===== config.mk =====
export PLATFORM = sky130hd
export DESIGN_NAME = text_stream_line_number_escaper
export DESIGN_NICKNAME = d
export VERILOG_FILES = /design/src/rtl/tslne_pkg.sv /design/src/rtl/tslne_front.sv /design/src/rtl/tslne_cmd_fifo.sv /design/src/rtl/tslne_back.sv /design/src/rtl/text_stream_line_number_escaper.sv
export SDC_FILE = /design/constraint.sdc
export NUM_CORES = 1
export LEC_CHECK = 0
export BUFFER_PORTS_ARGS = -buffer_cell sky130_fd_sc_hd__buf_2
export CAP_MARGIN = 40
export CORE_ASPECT_RATIO = 1.2
export CORE_MARGIN = 1.5
export CORE_UTILIZATION = 40
export CTS_BUF_LIST = sky130_fd_sc_hd__clkbuf_16
export DETAILED_ROUTE_END_ITERATION = 10
export PLACE_DENSITY_LB_ADDON = 0.05
export RECOVER_POWER = 100
export SLEW_MARGIN = 10
export SYNTH_ARGS = -nofsm -noshare
export SYNTH_HDL_FRONTEND = slang
export SYNTH_HIERARCHICAL = 1
export SYNTH_SLANG_ARGS = --single-unit

===== constraint.sdc =====
create_clock -name i_clk -period 8.36 [get_ports i_clk]
set_input_delay 1.254 -clock i_clk [delete_from_list [all_inputs] [get_ports i_clk]]
set_output_delay 1.254 -clock i_clk [all_outputs]
set_load 0.01 [all_outputs]

===== src/rtl/tslne_pkg.sv =====
// Shared constants, types and helper functions for the line-number / escape filter.
package tslne_pkg;

    localparam int NUMBER_DIGITS = 6;
    localparam int BCD_W         = 4 * NUMBER_DIGITS;
    localparam int NCNT_W        = $clog2(NUMBER_DIGITS + 2);
    localparam int BODY_MAX      = 4;
    localparam int BLEN_W        = 3;
    localparam int FIFO_DEPTH    = 4;
    localparam int FIFO_AW       = 2;
    localparam int CFG_IDX_W     = 3;
    localparam int CFG_DATA_W    = 2;

    // register indexes
    localparam logic [CFG_IDX_W-1:0] REG_NUMBER_MODE      = 3'd0;
    localparam logic [CFG_IDX_W-1:0] REG_SQUEEZE_EMPTY    = 3'd1;
    localparam logic [CFG_IDX_W-1:0] REG_SHOW_ENDS        = 3'd2;
    localparam logic [CFG_IDX_W-1:0] REG_SHOW_TABS        = 3'd3;
    localparam logic [CFG_IDX_W-1:0] REG_SHOW_NONPRINTING = 3'd4;

    // numbering modes
    localparam logic [1:0] NUM_OFF      = 2'd0;
    localparam logic [1:0] NUM_NONBLANK = 2'd2;

    // characters
    localparam logic [7:0] CH_TAB    = 8'h09;
    localparam logic [7:0] CH_NL     = 8'h0A;
    localparam logic [7:0] CH_SPACE  = 8'h20;
    localparam logic [7:0] CH_DOLLAR = 8'h24;
    localparam logic [7:0] CH_DASH   = 8'h2D;
    localparam logic [7:0] CH_ZERO   = 8'h30;
    localparam logic [7:0] CH_QMARK  = 8'h3F;
    localparam logic [7:0] CH_I      = 8'h49;
    localparam logic [7:0] CH_M      = 8'h4D;
    localparam logic [7:0] CH_CARET  = 8'h5E;
    localparam logic [7:0] CH_TILDE  = 8'h7E;
    localparam logic [7:0] CH_DEL    = 8'h7F;
    localparam logic [7:0] CH_HIGH   = 8'h80;
    localparam logic [7:0] CH_MHIGH  = 8'hA0;
    localparam logic [7:0] CH_FF     = 8'hFF;
    localparam logic [7:0] OFS_CTRL  = 8'h40;

    // one classified request handed from front to back
    typedef struct packed {
        logic                           has_num;
        logic [NUMBER_DIGITS-1:0]       blank;     // leading-space mask, per digit
        logic [BCD_W-1:0]               digits;
        logic [BLEN_W-1:0]              body_len;  // 1..BODY_MAX
        logic [BODY_MAX-1:0][7:0]       body;      // body[0] goes out first
    } t_cmd;

    typedef struct packed {
        logic full;
        logic empty;
    } t_fifo_stat;

    // saturating BCD increment
    function automatic logic [BCD_W-1:0] bcd_inc(input logic [BCD_W-1:0] v);
        logic [BCD_W-1:0] r;
        logic             all9;
        logic             carry;
        r     = v;
        all9  = 1'b1;
        carry = 1'b1;
        for (int i = 0; i < NUMBER_DIGITS; i++) begin
            if (v[4*i +: 4] != 4'd9) all9 = 1'b0;
        end
        for (int i = 0; i < NUMBER_DIGITS; i++) begin
            if (carry) begin
                if (v[4*i +: 4] == 4'd9) begin
                    r[4*i +: 4] = 4'd0;
                end else begin
                    r[4*i +: 4] = v[4*i +: 4] + 4'd1;
                    carry       = 1'b0;
                end
            end
        end
        return all9 ? v : r;
    endfunction

    // bit k set when digit k prints as a leading space
    function automatic logic [NUMBER_DIGITS-1:0] lead_blank(input logic [BCD_W-1:0] v);
        logic [NUMBER_DIGITS-1:0] m;
        logic                     seen;
        m    = '0;
        seen = 1'b0;
        for (int i = NUMBER_DIGITS - 1; i > 0; i--) begin
            seen = seen | (v[4*i +: 4] != 4'd0);
            m[i] = ~seen;
        end
        return m;
    endfunction

endpackage


===== src/rtl/tslne_front.sv =====
// Front end: config registers, line state, and classification of each input byte.
module tslne_front (
    input  logic                        i_clk,
    input  logic                        i_rst_n,
    input  logic                        i_cfg_wr_en,
    input  logic [tslne_pkg::CFG_IDX_W-1:0]  i_cfg_index,
    input  logic [tslne_pkg::CFG_DATA_W-1:0] i_cfg_data,
    input  logic                        i_push,
    input  logic [7:0]                  i_in_byte,
    input  tslne_pkg::t_fifo_stat       i_fifo_stat,
    output logic                        o_cmd_push,
    output tslne_pkg::t_cmd             o_cmd
);
    import tslne_pkg::*;

    logic [1:0]       r_number_mode;
    logic             r_squeeze_empty;
    logic             r_show_ends;
    logic             r_show_tabs;
    logic             r_show_nonprinting;

    logic [BCD_W-1:0] r_bcd;
    logic             r_at_start;
    logic [1:0]       r_empty_run;

    logic             accept;
    logic             is_nl;
    logic             is_tab;
    logic             nonprint;
    logic [1:0]       n_empty_run;
    logic             drop;
    logic             do_num;
    logic [7:0]       c;

    assign c      = i_in_byte;
    assign accept = i_push & ~i_fifo_stat.full;
    assign is_nl  = (c == CH_NL);
    assign is_tab = (c == CH_TAB);
    assign nonprint = ~(((c >= CH_SPACE) && (c <= CH_TILDE)) || is_nl || is_tab);

    always_comb begin
        if (is_nl) begin
            n_empty_run = (r_at_start && (r_empty_run < 2'd2)) ? r_empty_run + 2'd1
                                                                : r_empty_run;
        end else begin
            n_empty_run = 2'd0;
        end
    end

    assign drop   = r_squeeze_empty & (n_empty_run >= 2'd2);
    assign do_num = r_at_start && (r_number_mode[0] ||
                    ((r_number_mode == NUM_NONBLANK) && (n_empty_run == 2'd0)));

    always_comb begin
        o_cmd          = '0;
        o_cmd.has_num  = do_num;
        o_cmd.digits   = r_bcd;
        o_cmd.blank    = lead_blank(r_bcd);
        if (r_show_nonprinting && nonprint) begin
            priority if (c == CH_FF) begin
                o_cmd.body     = {CH_QMARK, CH_CARET, CH_DASH, CH_M};
                o_cmd.body_len = 3'd4;
            end else if (c >= CH_MHIGH) begin
                o_cmd.body     = {8'h00, {1'b0, c[6:0]}, CH_DASH, CH_M};
                o_cmd.body_len = 3'd3;
            end else if (c >= CH_HIGH) begin
                o_cmd.body     = {8'(c - OFS_CTRL), CH_CARET, CH_DASH, CH_M};
                o_cmd.body_len = 3'd4;
            end else if (c == CH_DEL) begin
                o_cmd.body     = {16'h0000, CH_QMARK, CH_CARET};
                o_cmd.body_len = 3'd2;
            end else begin
                o_cmd.body     = {16'h0000, 8'(c + OFS_CTRL), CH_CARET};
                o_cmd.body_len = 3'd2;
            end
        end else begin
            priority if (r_show_ends && is_nl) begin
                o_cmd.body     = {16'h0000, CH_NL, CH_DOLLAR};
                o_cmd.body_len = 3'd2;
            end else if (r_show_tabs && is_tab) begin
                o_cmd.body     = {16'h0000, CH_I, CH_CARET};
                o_cmd.body_len = 3'd2;
            end else begin
                o_cmd.body     = {24'h000000, c};
                o_cmd.body_len = 3'd1;
            end
        end
    end

    assign o_cmd_push = accept & ~drop;

    always_ff @(posedge i_clk) begin
        if (!i_rst_n) begin
            r_number_mode      <= NUM_OFF;
            r_squeeze_empty    <= 1'b0;
            r_show_ends        <= 1'b0;
            r_show_tabs        <= 1'b0;
            r_show_nonprinting <= 1'b0;
        end else if (i_cfg_wr_en) begin
            unique case (i_cfg_index)
                REG_NUMBER_MODE:      r_number_mode      <= i_cfg_data[1:0];
                REG_SQUEEZE_EMPTY:    r_squeeze_empty    <= i_cfg_data[0];
                REG_SHOW_ENDS:        r_show_ends        <= i_cfg_data[0];
                REG_SHOW_TABS:        r_show_tabs        <= i_cfg_data[0];
                REG_SHOW_NONPRINTING: r_show_nonprinting <= i_cfg_data[0];
                default: ;
            endcase
        end
    end

    always_ff @(posedge i_clk) begin
        if (!i_rst_n) begin
            r_bcd       <= BCD_W'(1);
            r_at_start  <= 1'b1;
            r_empty_run <= 2'd0;
        end else if (accept) begin
            r_empty_run <= n_empty_run;
            r_at_start  <= is_nl;
            if (!drop && do_num) begin
                r_bcd <= bcd_inc(r_bcd);
            end
        end
    end

endmodule


===== src/rtl/tslne_cmd_fifo.sv =====
// Short request queue between front and back ends.
module tslne_cmd_fifo (
    input  logic                  i_clk,
    input  logic                  i_rst_n,
    input  logic                  i_push,
    input  tslne_pkg::t_cmd       i_cmd,
    input  logic                  i_pop,
    output tslne_pkg::t_cmd       o_cmd,
    output tslne_pkg::t_fifo_stat o_stat
);
    import tslne_pkg::*;

    t_cmd                 r_mem [FIFO_DEPTH];
    logic [FIFO_AW-1:0]   r_wp;
    logic [FIFO_AW-1:0]   r_rp;
    logic [FIFO_AW:0]     r_cnt;
    logic                 do_push;
    logic                 do_pop;

    assign o_stat.full  = (r_cnt == (FIFO_AW+1)'(FIFO_DEPTH));
    assign o_stat.empty = (r_cnt == '0);
    assign do_push      = i_push & ~o_stat.full;
    assign do_pop       = i_pop & ~o_stat.empty;
    assign o_cmd        = r_mem[r_rp];

    always_ff @(posedge i_clk) begin
        if (do_push) r_mem[r_wp] <= i_cmd;
    end

    always_ff @(posedge i_clk) begin
        if (!i_rst_n) begin
            r_wp  <= '0;
            r_rp  <= '0;
            r_cnt <= '0;
        end else begin
            if (do_push) r_wp <= r_wp + 1'b1;
            if (do_pop)  r_rp <= r_rp + 1'b1;
            unique case ({do_push, do_pop})
                2'b10:   r_cnt <= r_cnt + 1'b1;
                2'b01:   r_cnt <= r_cnt - 1'b1;
                default: r_cnt <= r_cnt;
            endcase
        end
    end

endmodule


===== src/rtl/tslne_back.sv =====
// Back end: walks one request byte by byte into the output register.
module tslne_back (
    input  logic                  i_clk,
    input  logic                  i_rst_n,
    input  tslne_pkg::t_cmd       i_cmd,
    input  tslne_pkg::t_fifo_stat i_fifo_stat,
    output logic                  o_cmd_pop,
    input  logic                  i_pop,
    output logic                  o_empty,
    output logic [7:0]            o_out_byte,
    output logic                  o_last
);
    import tslne_pkg::*;

    logic                         r_act;
    logic [NCNT_W-1:0]            r_num_cnt;   // number bytes left, tab included
    logic [BCD_W-1:0]             r_digits;
    logic [NUMBER_DIGITS-1:0]     r_blank;
    logic [BLEN_W-1:0]            r_body_cnt;
    logic [BODY_MAX-1:0][7:0]     r_body;
    logic                         r_out_vld;
    logic [7:0]                   r_out_byte;
    logic                         r_out_last;

    logic                         advance;
    logic                         emit;
    logic [7:0]                   cur_byte;
    logic                         cur_last;

    assign advance = ~r_out_vld | i_pop;
    assign emit    = r_act & advance;

    always_comb begin
        priority if (r_num_cnt > NCNT_W'(1)) begin
            cur_byte = r_blank[NUMBER_DIGITS-1] ? CH_SPACE
                                                : CH_ZERO + {4'd0, r_digits[BCD_W-1 -: 4]};
        end else if (r_num_cnt == NCNT_W'(1)) begin
            cur_byte = CH_TAB;
        end else begin
            cur_byte = r_body[0];
        end
    end

    assign cur_last  = (r_num_cnt == '0) && (r_body_cnt == BLEN_W'(1));
    assign o_cmd_pop = ~i_fifo_stat.empty & (~r_act | (emit & cur_last));

    always_ff @(posedge i_clk) begin
        if (o_cmd_pop) begin
            r_num_cnt  <= i_cmd.has_num ? NCNT_W'(NUMBER_DIGITS + 1) : '0;
            r_digits   <= i_cmd.digits;
            r_blank    <= i_cmd.blank;
            r_body_cnt <= i_cmd.body_len;
            r_body     <= i_cmd.body;
        end else if (emit) begin
            if (r_num_cnt != '0) begin
                r_num_cnt <= r_num_cnt - 1'b1;
                r_digits  <= {r_digits[BCD_W-5:0], 4'd0};
                r_blank   <= {r_blank[NUMBER_DIGITS-2:0], 1'b0};
            end else begin
                r_body_cnt <= r_body_cnt - 1'b1;
                r_body     <= {8'h00, r_body[BODY_MAX-1:1]};
            end
        end
    end

    always_ff @(posedge i_clk) begin
        if (!i_rst_n) begin
            r_act <= 1'b0;
        end else if (o_cmd_pop) begin
            r_act <= 1'b1;
        end else if (emit && cur_last) begin
            r_act <= 1'b0;
        end
    end

    always_ff @(posedge i_clk) begin
        if (!i_rst_n) begin
            r_out_vld <= 1'b0;
        end else if (advance) begin
            r_out_vld <= r_act;
        end
    end

    always_ff @(posedge i_clk) begin
        if (emit) begin
            r_out_byte <= cur_byte;
            r_out_last <= cur_last;
        end
    end

    assign o_empty    = ~r_out_vld;
    assign o_out_byte = r_out_byte;
    assign o_last     = r_out_last;

endmodule


===== src/rtl/text_stream_line_number_escaper.sv =====
// Top level of the line-numbering, empty-line-squeezing and visible-escape text filter.
// First result byte path: request queue, back-end sequencer, output register.
// Throughput: the back-end sequencer emits one byte per cycle unless i_pop stalls, so
//   one-byte requests sustain 1 per cycle; a numbered line start adds 7 bytes.
// Input stalls (o_full) only when the 4-entry request queue fills behind the sequencer.
// Reset (sync, active low): counter to 1, at line start, config cleared, queue empty.
module text_stream_line_number_escaper (
    input  logic                                i_clk,
    input  logic                                i_rst_n,
    // config write port
    input  logic                                i_cfg_wr_en,
    input  logic [tslne_pkg::CFG_IDX_W-1:0]     i_cfg_index,
    input  logic [tslne_pkg::CFG_DATA_W-1:0]    i_cfg_data,
    // input queue side
    input  logic                                i_push,
    output logic                                o_full,
    input  logic [7:0]                          i_in_byte,
    // result queue side
    output logic                                o_empty,
    input  logic                                i_pop,
    output logic [7:0]                          o_out_byte,
    output logic                                o_last
);
    import tslne_pkg::*;

    // Front end updates line state and classifies each byte into a request:
    // optional line number snapshot plus up to four body bytes.
    // Squeezed newlines never make a request at all.
    t_cmd       front_cmd;
    logic       front_push;
    t_cmd       fifo_cmd;
    t_fifo_stat fifo_stat;
    logic       back_pop;

    tslne_front u_front (
        .i_clk       (i_clk),
        .i_rst_n     (i_rst_n),
        .i_cfg_wr_en (i_cfg_wr_en),
        .i_cfg_index (i_cfg_index),
        .i_cfg_data  (i_cfg_data),
        .i_push      (i_push),
        .i_in_byte   (i_in_byte),
        .i_fifo_stat (fifo_stat),
        .o_cmd_push  (front_push),
        .o_cmd       (front_cmd)
    );

    // Decouples the per-byte front from the back end's byte-by-byte expansions.
    tslne_cmd_fifo u_fifo (
        .i_clk   (i_clk),
        .i_rst_n (i_rst_n),
        .i_push  (front_push),
        .i_cmd   (front_cmd),
        .i_pop   (back_pop),
        .o_cmd   (fifo_cmd),
        .o_stat  (fifo_stat)
    );

    // Back end emits one byte per cycle into the output register unless i_pop stalls;
    // it loads a queued next request in the same cycle it emits the current last byte.
    tslne_back u_back (
        .i_clk       (i_clk),
        .i_rst_n     (i_rst_n),
        .i_cmd       (fifo_cmd),
        .i_fifo_stat (fifo_stat),
        .o_cmd_pop   (back_pop),
        .i_pop       (i_pop),
        .o_empty     (o_empty),
        .o_out_byte  (o_out_byte),
        .o_last      (o_last)
    );

    assign o_full = fifo_stat.full;

endmodule


==> results.md <==
* Status: finished with violations
* Violated checks: max-capacitance violations, max-slew violations
* Dpl cell area at 16,700 µm²
* Post-synth cell types at 78
* Share of post-route cells with drive strength above 1 at 21.6%
* Min-Delay Path Depth at 2
* Minimum clock period at 5.34 ns
* Multi-input logic area at 4350 µm²
* Hold Slack at 0.495 ns
* Vias per cell at 5.32
* RSZ-0062 raised after global routing: false
* Worst Max-Slew Pin Slew at 2.88 ns
* Hold path endpoint: u_front/r_number_mode[1]$_SDFFE_PN0P_
* Yosys reg bits at 385
* Iter 0 DRT Violations at 576
* Num CTS Buffers at 41
* Setup CP Type: reg2reg
* RePlAce Congestion at 0.789
* Die Wd at 185 µm
* Mean Syn Cell Area at 17.4 µm²
* Min-delay src: u_front/r_number_mode[1]$_SDFFE_PN0P_
* # port buffers at 28
* Die ar. at 41,000 µm²
* Final Max Slew Viols at 286
* Max IR drop VDD at 259 µV
* Worst reg2reg path depth at 8
* # DRC at 0
* IO Pins at 29
* Clock power share at 31.3%
* Crit path launch type: flip-flop
* Worst-path fanout max at 39
* CTS Root Buffer Type: clkbuf_16
* Vias in the first global route at 8,553
* Clock Sinks at 385
* R2R setup slack at 3.02 ns
* Post-synth top flop: edfxtp_1
* Largest net degree at the start of global routing at 49
* Die Y at 222 µm
* Number of max-cap violations at 9
* Initial core utilization at 40.8%
* Tot GR Track Use at 16.6%
* Fillers at 3,387
* Worst Setup Slack, final at 3.02 ns
* Crit path DAT at 5.45 ns
* Final setup TNS at 0 ns
* Clock latency at the later pin of the worst-skew pair at 0.54 ns
* Slew HR at -92.1%
* Worst EP required at 8.48 ns
* Layout area overhead at 13.4%
* Dpl ws at 4.20 ns
* Aggregate global routing overflow at 0
* Hold Fails Final Rpt at 0
* EDFF count, synth at 341
* Initial antenna violation count at 1
* CORE AREA at 39,000 µm²
* Routed Antenna Nets at 0
* Setup bufs post-CTS at 0
* Net count, final at 1,000
* Leakage at 5.85 nW
* First drt pass iteration count at 5
* Per-cell routed wire length at 21.6 µm
* Final Cell Area at 18,100 µm²
* Worst setup EP type: flip-flop
* Max clock buf depth at 3
* Instance count of the mapped netlist at 917
* Max Freq at 0.187 GHz
* Period utilisation layout at 63.8%
* Final Skew at 0.0120 ns
* Post-CTS Resized at 0
* Tot Pwr at 5.99 mW
* Int Power at 4.40 mW
* Sw Pwr at 1.59 mW
* Worst R2R Start: u_back/r_num_cnt[0]$_DFFE_PP_
* # H-tree levels at 2
* Sequential area share after synthesis at 69.8%
* TritonCTS clock tree: done
* DRT Wirelength at 33,000 µm
* Global-route wire length before repair at 51,100 µm
* Clock-pin slew on the worst setup and hold paths at 0.06 ns
* CTS Hold Bufs at 0
* Switching Fraction at 26.5%
* Rows at 79
* HP Class: reg2reg
* PwrDens at 332 nW/µm²
* Async S/R FF share, synth at 0%
* Sequential cell area at 11,100 µm²
* Sequential power share at 47.1%
* Syn Std Cell Area at 15,900 µm²
* Crit Reg-Reg Endpoint: u_back/r_digits[2]$_SDFFCE_PP0P_
* YS warnings at 6
* Post-DP HPWL at 19,500 µm
* Via count at 8,106
* Final count of negative-setup-slack endpoints at 0
* Comb power frac at 21.6%
## power groups by stage
stage / Sequential, mW / Combinational, mW / Clock [mW]
after floorplan: 2.77 / 1.03 / 0
after global placement: 2.83 / 1.29 / 0
after detailed placement: 2.85 / 1.36 / 0
after CTS: 2.81 / 1.37 / 1.94
after global routing: 2.87 / 1.42 / 2.01
final: 2.82 / 1.29 / 1.88
## metrics by stage
step / std cells / util, %
floorplan: 918 / -
global placement: 1440 / 42.3
detailed placement: 1449 / 42.8
CTS: 1524 / 46.4
global route: 1524 / 46.2
finish: 1525 / 46.2
## cells in the final DEF (no fill, tap or decap), types with 15 or more instances in the layout
master     synthesis  layout
ha_1              15      15
buf_2              9      16
clkbuf_1           8      19
mux2i_1           15      15
mux2_2            51      40
clkbuf_16          0      43
and2_0             0      22
nand2_1           32      32
nor2_1            22      22
inv_1             41      48
mux4_2            66      66
or4_1             15      15
o21ai_0           28      28
nor2b_1           15      15
dfxtp_1           44      42
a21oi_1           22      23
edfxtp_1         341     341
## flip-flops by register name, indices dropped and copies added, names as in the netlist, 2 cells and up, named ones only
register,cells
u_fifo/r_cnt,3
u_back/r_body_cnt,3
u_back/r_digits,24
u_fifo/r_rp,2
u_front/r_empty_run,2
u_fifo/r_mem,264
u_back/r_num_cnt,3
u_fifo/r_wp,2
u_front/r_bcd,24
u_back/r_body,32
u_back/o_out_byte,8
u_front/r_number_mode,2
u_back/r_blank,6
## logic make-up (layout without fill, tap and decap cells)
logic type | count (synthesis) | count (layout) | share of synthesized area (%)
DFF | 385 | 385 | 69.8
and+or+nand+nor | 193 | 193 | 7.48
muxes | 132 | 132 | 13.9
AOI/OAI and AO/OA | 103 | 103 | 4.39
buffers and inverters | 82 | 162 | 2.81
adders and majority gates | 16 | 16 | 1.30
xor gates and xnor gates | 5 | 5 | 0.275
other | 1 | 3 | 0.0235
## Yosys cell counts (5+ instances only)
cell type    n  area, µm²
edfxtp_1   341      10200
mux4_2      66       1490
mux2_2      51        574
dfxtp_1     44        881
inv_1       41        154
nand2_1     32        120
and2_1      30        188
o21ai_0     28        140
a21oi_1     22        110
nor2_1      22       82.6
ha_1        15        188
mux2i_1     15        150
nor2b_1     15       93.8
or4_1       15        113
buf_6       12        135
nand2b_1    12       75.1
buf_4       10       75.1
buf_2        9       45.0
o31ai_1      9       67.6
clkbuf_1     8       30.0
nand3_1      8       40.0
nor3_1       8       40.0
nor4_1       8       50.1
a21o_1       6       45.0
a21boi_0     5       37.5
o211ai_1     5       37.5
## how the worst max path moves through the flow
stage	start	end	cells after the start
after floorplan	i_in_byte[6]	u_fifo/r_mem[0][0]$_DFFE_PP_	8
after global placement	i_in_byte[6]	u_fifo/r_mem[3][26]$_DFFE_PP_	8
after detailed placement	i_in_byte[7]	u_fifo/r_cnt[2]$_SDFFE_PN0P_	14
after CTS	i_in_byte[7]	u_fifo/r_cnt[2]$_SDFFE_PN0P_	14
after global routing	u_back/r_num_cnt[0]$_DFFE_PP_	u_back/r_digits[2]$_SDFFCE_PP0P_	8
final	u_back/r_num_cnt[0]$_DFFE_PP_	u_back/r_digits[2]$_SDFFCE_PP0P_	8
## worst max-delay path: stages (launching register included)
cell	delay, ns
edfxtp_1	0.46
inv_1	0.13
ha_1	0.18
nand4bb_1	0.22
o31ai_4	0.26
clkbuf_1	1.60
buf_16	0.32
o21bai_2	0.17
clkbuf_1	1.53
## area by class of cell
cell class              instances  share of cell area (%)
clock buffers                  43                    5.96
multi-input cells             451                    24.1
repair buffers                 45                    1.93
clock inverters                32                    1.86
diodes                          1                  0.0139
inverters                      42                   0.873
flip-flops and latches        385                    61.6
well taps                     526                    3.65
## metal layers
metal | GRT usage (%) | up-vias | routed length, µm
met4 | 5.04 | 0 | 758
met3 | 2.69 | 56 | 1280
met1 | 22.9 | 4160 | 14900
met5 | 0 | - | 0
met2 | 27.0 | 182 | 16000
li1 | - | 3708 | -
Power figures use the tool's default switching activity.
